==> src/sv/ptqd_pkg.sv <==
// Shared constants, types and codes for the priority task queue dispatcher.
package ptqd_pkg;

    localparam int QUEUE_DEPTH = 16;
    localparam int IDX_W       = $clog2(QUEUE_DEPTH);
    localparam int CNT_W       = $clog2(QUEUE_DEPTH + 1);
    localparam int HANDLE_W    = 8;
    localparam int PRIO_W      = 8;
    localparam int OCC_W       = 5;
    localparam int CODE_W      = 2;

    typedef logic [IDX_W-1:0] idx_t;
    typedef logic [CNT_W-1:0] cnt_t;

    // One queue slot as it is kept in the slot memory.
    typedef struct packed {
        logic                pending;
        logic [PRIO_W-1:0]   prio;
        logic [HANDLE_W-1:0] handle;
    } entry_t;

    localparam int ENTRY_W = $bits(entry_t);

    typedef enum logic [CODE_W-1:0] {
        RC_INSERTED   = 2'd0,
        RC_FULL       = 2'd1,
        RC_DISPATCHED = 2'd2,
        RC_NONE       = 2'd3
    } result_code_t;

    localparam logic REQ_INSERT   = 1'b0;
    localparam logic REQ_DISPATCH = 1'b1;

    // Running outcome of the priority scan.
    typedef struct packed {
        logic                found;
        idx_t                best_idx;
        logic [HANDLE_W-1:0] best_handle;
        logic [PRIO_W-1:0]   best_prio;
    } scan_status_t;

endpackage

==> src/sv/ptqd_ram.sv <==
// Generic single-write, single-read RAM with a registered read port.
module ptqd_ram #(
    parameter int WIDTH = 8,
    parameter int DEPTH = 16
) (
    input  logic                     clk,
    input  logic                     wr_en,
    input  logic [$clog2(DEPTH)-1:0] wr_addr,
    input  logic [WIDTH-1:0]         wr_data,
    input  logic                     rd_en,
    input  logic [$clog2(DEPTH)-1:0] rd_addr,
    output logic [WIDTH-1:0]         rd_data
);

    logic [WIDTH-1:0] mem_reg [DEPTH];
    logic [WIDTH-1:0] rd_data_reg;

    always_ff @(posedge clk)
    begin
        if (wr_en)
        begin
            mem_reg[wr_addr] <= wr_data;
        end
        if (rd_en)
        begin
            rd_data_reg <= mem_reg[rd_addr];
        end
    end

    assign rd_data = rd_data_reg;

endmodule

==> src/sv/ptqd_scan.sv <==
// Compare unit that tracks the best pending entry over a serial scan.
module ptqd_scan import ptqd_pkg::*; (
    input  logic         clk,
    input  logic         rst_n,
    input  logic         clear,
    input  logic         en,
    input  entry_t       entry,
    input  idx_t         idx,
    output scan_status_t status
);

    logic                found_reg;
    logic                found_next;
    idx_t                best_idx_reg;
    logic [HANDLE_W-1:0] best_handle_reg;
    logic [PRIO_W-1:0]   best_prio_reg;
    logic                take;

    // Strictly greater keeps the oldest entry among equal priorities.
    assign take = en && entry.pending && (!found_reg || (entry.prio > best_prio_reg));

    always_comb
    begin
        if (clear)
        begin
            found_next = 1'b0;
        end
        else
        begin
            found_next = found_reg | take;
        end
    end

    always_ff @(posedge clk or negedge rst_n)
    begin
        if (!rst_n)
        begin
            found_reg <= 1'b0;
        end
        else
        begin
            found_reg <= found_next;
        end
    end

    always_ff @(posedge clk)
    begin
        if (take)
        begin
            best_idx_reg    <= idx;
            best_handle_reg <= entry.handle;
            best_prio_reg   <= entry.prio;
        end
    end

    assign status.found       = found_reg;
    assign status.best_idx    = best_idx_reg;
    assign status.best_handle = best_handle_reg;
    assign status.best_prio   = best_prio_reg;

endmodule

==> src/sv/priority_task_queue_dispatcher_core.sv <==
// Top level of the priority task queue dispatcher: sequencer, slot memory and scan unit.
//
//   Channel   Handshake             Beat contents
//   --------  --------------------  ----------------------------------------------------
//   request   start & !busy         req_type, task_handle, task_priority, eligible
//   result    result_valid (1 cyc)  result_code, out_handle, out_priority, occupancy
//
// An insert beat is answered in the cycle after it is accepted, whether it is stored or
// rejected because the queue is full; the block is ready again in that result cycle.
// A dispatch beat walks the slot memory one entry per cycle through its single read
// port, oldest entry first, and then decides; if the chosen entry is not the tail,
// each entry behind it is moved down one slot to close the gap (one read and one
// write per cycle) before the result is shown. An empty queue answers in the cycle
// after the request is accepted.
// Reset clears the entry count and the sequencer; the slot memory is not cleared,
// because only slots below the entry count are ever read.
// The receiver cannot stall: each result beat is shown for exactly one cycle.
module priority_task_queue_dispatcher_core import ptqd_pkg::*; (
    input  logic                clk,
    input  logic                rst_n,
    input  logic                start,
    output logic                busy,
    input  logic                req_type,
    input  logic [HANDLE_W-1:0] task_handle,
    input  logic [PRIO_W-1:0]   task_priority,
    input  logic                eligible,
    output logic                result_valid,
    output logic [CODE_W-1:0]   result_code,
    output logic [HANDLE_W-1:0] out_handle,
    output logic [PRIO_W-1:0]   out_priority,
    output logic [OCC_W-1:0]    occupancy
);

    // Sequencer states, one-hot.
    typedef enum logic [4:0] {
        S_IDLE   = 5'b00001,
        S_SCAN   = 5'b00010,
        S_DRAIN  = 5'b00100,
        S_DECIDE = 5'b01000,
        S_SHIFT  = 5'b10000
    } state_t;

    state_t              state_reg;
    state_t              state_next;
    cnt_t                count_reg;
    cnt_t                count_next;
    cnt_t                ptr_reg;
    cnt_t                ptr_next;
    cnt_t                ptr_plus;
    cnt_t                best_plus;
    logic                chk_valid_reg;
    logic                chk_valid_next;
    idx_t                chk_idx_reg;
    idx_t                chk_idx_next;
    logic                result_valid_reg;
    logic                result_valid_next;
    result_code_t        result_code_reg;
    result_code_t        result_code_next;
    logic [HANDLE_W-1:0] out_handle_reg;
    logic [HANDLE_W-1:0] out_handle_next;
    logic [PRIO_W-1:0]   out_priority_reg;
    logic [PRIO_W-1:0]   out_priority_next;

    logic                rd_en;
    idx_t                rd_addr;
    logic [ENTRY_W-1:0]  rd_data;
    entry_t              rd_entry;
    logic                wr_en;
    idx_t                wr_addr;
    entry_t              wr_entry;
    entry_t              new_entry;

    logic                scan_clear;
    logic                scan_en;
    scan_status_t        scan_status;

    assign rd_entry  = entry_t'(rd_data);
    assign ptr_plus  = ptr_reg + CNT_W'(1);
    assign best_plus = CNT_W'(scan_status.best_idx) + CNT_W'(1);

    assign new_entry.pending = eligible;
    assign new_entry.prio    = task_priority;
    assign new_entry.handle  = task_handle;

    // Read data returns in the cycle after its address, tagged by chk_valid_reg and
    // chk_idx_reg. During the scan it feeds the compare unit; during compaction it
    // is written back one slot lower.
    assign scan_en = chk_valid_reg && ((state_reg == S_SCAN) || (state_reg == S_DRAIN));

    always_comb
    begin
        state_next        = state_reg;
        count_next        = count_reg;
        ptr_next          = ptr_reg;
        chk_valid_next    = 1'b0;
        chk_idx_next      = chk_idx_reg;
        result_valid_next = 1'b0;
        result_code_next  = result_code_reg;
        out_handle_next   = out_handle_reg;
        out_priority_next = out_priority_reg;
        rd_en             = 1'b0;
        rd_addr           = ptr_reg[IDX_W-1:0];
        wr_en             = 1'b0;
        wr_addr           = count_reg[IDX_W-1:0];
        wr_entry          = new_entry;
        scan_clear        = 1'b0;

        case (state_reg)
            S_IDLE:
            begin
                if (start)
                begin
                    if (req_type == REQ_INSERT)
                    begin
                        result_valid_next = 1'b1;
                        out_handle_next   = '0;
                        out_priority_next = '0;
                        if (count_reg == CNT_W'(QUEUE_DEPTH))
                        begin
                            result_code_next = RC_FULL;
                        end
                        else
                        begin
                            // Append at the tail.
                            wr_en            = 1'b1;
                            count_next       = count_reg + CNT_W'(1);
                            result_code_next = RC_INSERTED;
                        end
                    end
                    else if (count_reg == '0)
                    begin
                        result_valid_next = 1'b1;
                        result_code_next  = RC_NONE;
                        out_handle_next   = '0;
                        out_priority_next = '0;
                    end
                    else
                    begin
                        scan_clear = 1'b1;
                        ptr_next   = '0;
                        state_next = S_SCAN;
                    end
                end
            end

            S_SCAN:
            begin
                // Issue one read per cycle, oldest entry first.
                rd_en          = 1'b1;
                chk_valid_next = 1'b1;
                chk_idx_next   = ptr_reg[IDX_W-1:0];
                ptr_next       = ptr_plus;
                if (ptr_plus == count_reg)
                begin
                    state_next = S_DRAIN;
                end
            end

            S_DRAIN:
            begin
                // The last entry is compared in this cycle.
                state_next = S_DECIDE;
            end

            S_DECIDE:
            begin
                if (!scan_status.found)
                begin
                    result_valid_next = 1'b1;
                    result_code_next  = RC_NONE;
                    out_handle_next   = '0;
                    out_priority_next = '0;
                    state_next        = S_IDLE;
                end
                else
                begin
                    result_code_next  = RC_DISPATCHED;
                    out_handle_next   = scan_status.best_handle;
                    out_priority_next = scan_status.best_prio;
                    if (best_plus == count_reg)
                    begin
                        // The chosen entry is the tail: nothing to move.
                        count_next        = count_reg - CNT_W'(1);
                        result_valid_next = 1'b1;
                        state_next        = S_IDLE;
                    end
                    else
                    begin
                        ptr_next   = best_plus;
                        state_next = S_SHIFT;
                    end
                end
            end

            S_SHIFT:
            begin
                if (ptr_reg != count_reg)
                begin
                    rd_en          = 1'b1;
                    chk_valid_next = 1'b1;
                    chk_idx_next   = ptr_reg[IDX_W-1:0];
                    ptr_next       = ptr_plus;
                end
                if (chk_valid_reg)
                begin
                    wr_en    = 1'b1;
                    wr_addr  = chk_idx_reg - IDX_W'(1);
                    wr_entry = rd_entry;
                end
                if (ptr_reg == count_reg)
                begin
                    // The final move is written in this cycle.
                    count_next        = count_reg - CNT_W'(1);
                    result_valid_next = 1'b1;
                    state_next        = S_IDLE;
                end
            end

            default:
            begin
                state_next = S_IDLE;
            end
        endcase
    end

    always_ff @(posedge clk or negedge rst_n)
    begin
        if (!rst_n)
        begin
            state_reg        <= S_IDLE;
            count_reg        <= '0;
            ptr_reg          <= '0;
            chk_valid_reg    <= 1'b0;
            result_valid_reg <= 1'b0;
        end
        else
        begin
            state_reg        <= state_next;
            count_reg        <= count_next;
            ptr_reg          <= ptr_next;
            chk_valid_reg    <= chk_valid_next;
            result_valid_reg <= result_valid_next;
        end
    end

    always_ff @(posedge clk)
    begin
        chk_idx_reg      <= chk_idx_next;
        result_code_reg  <= result_code_next;
        out_handle_reg   <= out_handle_next;
        out_priority_reg <= out_priority_next;
    end

    ptqd_ram #(
        .WIDTH (ENTRY_W),
        .DEPTH (QUEUE_DEPTH)
    ) u_slot_ram (
        .clk     (clk),
        .wr_en   (wr_en),
        .wr_addr (wr_addr),
        .wr_data (wr_entry),
        .rd_en   (rd_en),
        .rd_addr (rd_addr),
        .rd_data (rd_data)
    );

    ptqd_scan u_scan (
        .clk    (clk),
        .rst_n  (rst_n),
        .clear  (scan_clear),
        .en     (scan_en),
        .entry  (rd_entry),
        .idx    (chk_idx_reg),
        .status (scan_status)
    );

    assign busy         = (state_reg != S_IDLE);
    assign result_valid = result_valid_reg;
    assign result_code  = result_code_reg;
    assign out_handle   = out_handle_reg;
    assign out_priority = out_priority_reg;
    assign occupancy    = OCC_W'(count_reg);

`ifndef NO_ASSERTIONS
    // The entry count never passes the queue depth.
    assert property (@(posedge clk) disable iff (!rst_n)
        count_reg <= CNT_W'(QUEUE_DEPTH))
        else $error("entry count exceeds queue depth");

    // A result beat is only shown once the sequencer is back at rest.
    assert property (@(posedge clk) disable iff (!rst_n)
        result_valid |-> !busy)
        else $error("result shown while busy");

    // An accepted insert is answered in the next cycle.
    assert property (@(posedge clk) disable iff (!rst_n)
        (start && !busy && (req_type == REQ_INSERT)) |=> result_valid)
        else $error("insert not answered in one cycle");

    // A dispatch removes exactly one entry.
    assert property (@(posedge clk) disable iff (!rst_n)
        (result_valid && (result_code == RC_DISPATCHED)) |->
            ((count_reg + CNT_W'(1)) == $past(count_reg)))
        else $error("dispatch did not remove one entry");

    // A stored insert adds exactly one entry.
    assert property (@(posedge clk) disable iff (!rst_n)
        (result_valid && (result_code == RC_INSERTED)) |->
            (count_reg == ($past(count_reg) + CNT_W'(1))))
        else $error("insert did not add one entry");
`endif

endmodule
==> config.mk <==
export PLATFORM = sky130hd
export DESIGN_NAME = priority_task_queue_dispatcher_core
export DESIGN_NICKNAME = d
export VERILOG_FILES = /design/src/sv/ptqd_pkg.sv /design/src/sv/ptqd_ram.sv /design/src/sv/ptqd_scan.sv /design/src/sv/priority_task_queue_dispatcher_core.sv
export SDC_FILE = /design/constraint.sdc
export NUM_CORES = 1
export LEC_CHECK = 0
export BUFFER_PORTS_ARGS = -buffer_cell sky130_fd_sc_hd__buf_2
export CAP_MARGIN = 20
export CORE_MARGIN = 3
export CORE_UTILIZATION = 60
export CTS_CLUSTER_DIAMETER = 100
export DETAILED_ROUTE_END_ITERATION = 10
export PLACE_DENSITY = 0.76
export SYNTH_ARGS = -nofsm -noshare
export SYNTH_HDL_FRONTEND = slang
export SYNTH_SLANG_ARGS = --single-unit
export TNS_END_PERCENT = 20
==> constraint.sdc <==
create_clock -name clk -period 3.9 [get_ports clk]
set_input_delay 0.585 -clock clk [delete_from_list [all_inputs] [get_ports clk]]
set_output_delay 0.585 -clock clk [all_outputs]
set_load 0.05 [all_outputs]
==> reports/qor.yml <==
run_status: "complete, but fails checks"
violated_checks: "hold timing"
synth-edff-count: 331
cts_root_buffer: "clkbuf_16"
synth-seq-area-share: 0.730
grt-ovfl-total: 0
ys_async_sr_fraction: 0.0516
worst_slew_margin_rel: 0.382
post-dp-hpwl_mm: 21.4
endpoints_failing_setup: 0
wire_per_inst_um: 26.8
maxCapViolations: 0
drt.antenna.violating_nets: 0
syn_area_cell_um2: 16.6
number_of_global_route_vias_before_repair: 8043
placed_cells_incl_taps: 1194
area_delta_synth_final_pct: 12.9
layout.area.seq_mm2: 0.0104
p_leak_nw: 5.43
finalWorstSetupSlack_ns: 0.681
global_route_wire_length_before_repair_mm: 50.7
crit_arrival_ns: 3.35
globalRouteTotalUtil: 0.266
remaining_drc_errors: 0
achievable-frequency_mhz: 311
finalWirelength_mm: 33.7
post_synth_inst_count: 856
tritoncts: "built"
antenna_cells: 0
multiInputGateArea_mm2: 0.00362
irDropWorstVdd_uv: 816
synth_area_leaders: "edfxtp_1, mux4_2, mux2i_1"
fin_total_pwr_mw: 9.79
detailedRoute.firstPassIterationCount: 7
synth-warning-count: 0
min_path_type: "input pin to asynchronous set/reset pin"
cts.sinks: 349
clock_latency_ns: 0.51
power_density_mw_per_mm2: 609
worst-setup-path-type: "flip-flop to flip-flop"
clk_pin_slew_ns: 0.06
stdcell_count: 1259
port_buffers: 45
synthFlopType: "edfxtp_1"
totalNegativeSetupSlack_ns: 0
die_height_um: 160
rows: 55
dpl-instance-area_mm2: 0.0149
ys_seq_elements: 349
vias_per_cell: 6.44
vias: 8106
syn_nets: 892
fin_hold_viols: 1
finalCritPeriodShare: 0.825
finalCoreUtilization: 0.699
synthesis.area_mm2: 0.0142
tritoncts_buffer_count: 36
die_w_um: 160
fillCellCount: 1461
largest_register_ff_count: 272
slew_violations: 0
gp_routability_congestion: 0.952
cts.repair.resized: 0
postCtsSetupRepairBufs: 0
synth_top_cell_area_share: 0.698
cts-hold-fix-buffers: 0
preCtsSetupSlack_ns: 0.810
critical_path_required_ns: 4.04
htree_levels: 2
unrepaired_setup_endpoints_after_global_routing: "false"
io_pins: 46
yosysTopAreaCell: "edfxtp_1"
finalCriticalPeriod_ns: 3.22
fin_hold_ws_ns: -0.000236
timing.critical_path.to_type: "flip-flop"
antenna_found_initial: 0
critical_path_peak_fanout: 17
grt_max_degree: 108
fin_worst_skew_ns: 0.0135
stdcell_area_mm2: 0.0161
tightestPinTransition_ns: 0.926
start_util: 0.620
core_mm2: 0.0230
finalNetCount: 956
clockBufferDepth: 3
floorplan.die_area_mm2: 0.0256
post_synth_num_cell_types: 53
start_kind: "flip-flop"
dr.first_iter.drc_count: 1043
drive_above_1_share: 0.208
## critical path, stage by stage, from the launching register on
cell and delay, ns:
dfrtp_1 0.50, nor3_1 0.41, and3b_1 0.35, and3_1 0.25, a22o_1 0.16, nor2b_1 0.38
nor2b_2 0.78
## area by class of cell
type,count,area share
Sequential cell,349,0.647
Clock buffer,47,0.0612
Tap cell,313,0.0244
Multi-Input combinational cell,447,0.225
Inverter,17,0.00397
Timing Repair Buffer,69,0.0265
Clock inverter,17,0.0122
## logic make-up (layout without fill, tap and decap cells)
group,Yosys count,in the layout,synth area share
and+or+nand+nor,170,170,0.0561
DFF,349,349,0.730
AOI/OAI and AO/OA,124,124,0.0557
muxes,107,107,0.107
adders and majority gates,15,15,0.0137
buffers and inverters,60,150,0.0186
xor gates and xnor gates,31,31,0.0191
## where the power goes
group / switching, mW / internal (mW)
combinational: 1.19 / 0.710
sequential: 0.157 / 4.33
clock: 1.35 / 2.05
total: 2.69 / 7.09
## layer usage
metal | vias up | share of wire | GRT usage
li1 | 3454 | - | -
met1 | 4066 | 0.39 | 0.372
met2 | 511 | 0.47 | 0.422
met3 | 75 | 0.10 | 0.0529
met4 | 0 | 0.038 | 0.0998
met5 | - | 0 | 0
## Yosys cell counts, drive strengths merged (3+ instances only)
library cell,instances
edfxtp,331
nand2,87
mux2i,51
o21ai,46
mux4,34
nor2,27
a21oi,25
clkbuf,23
mux2,22
xnor2,21
buf,20
a221oi,17
a22oi,17
dfrtp,17
inv,17
ha,14
and3,12
nand3,10
xor2,10
nor2b,7
nor3,6
a21o,5
o22ai,5
nor4,4
nand2b,3
## layout by cell type, fill, tap and decap left out, types with 10 or more instances in the layout
cell type / netlist / final
mux4_2: 34 / 34
dfrtp_1: 17 / 16
mux2i_1: 51 / 51
a22oi_1: 17 / 17
ha_1: 14 / 14
inv_1: 17 / 17
a21oi_1: 25 / 25
nand2_1: 86 / 86
a221oi_1: 17 / 17
clkbuf_16: 0 / 38
and3_1: 12 / 12
buf_4: 1 / 22
nand3_1: 10 / 10
xnor2_1: 21 / 21
mux2_2: 22 / 22
xor2_1: 10 / 10
o21ai_0: 43 / 43
edfxtp_1: 331 / 331
nor2_1: 27 / 20
buf_2: 16 / 45
## worst paths after layout
path	from	to	slack (ns)	cells after the start
setup reg to reg	state_reg[4]$_DFFE_PN0P_	u_slot_ram.mem_reg[5][11]$_DFFE_PP_	0.68	6
min in group clk	start	result_valid$_DFF_PN0_	0.45	3
hold reg to reg	u_slot_ram.rd_data[0]$_DFFE_PP_	u_scan.best_handle_reg[0]$_DFFE_PP_	0.45	0
setup / recovery	state_reg[4]$_DFFE_PN0P_	u_slot_ram.mem_reg[5][11]$_DFFE_PP_	0.68	6
hold / removal	rst_n	state_reg[3]$_DFFE_PN0P_	-0.0002	1
max in group asynchronous	rst_n	ptr_reg[0]$_DFFE_PN0P_	3.57	1
No activity file was read; power rests on OpenSTA's default activity.
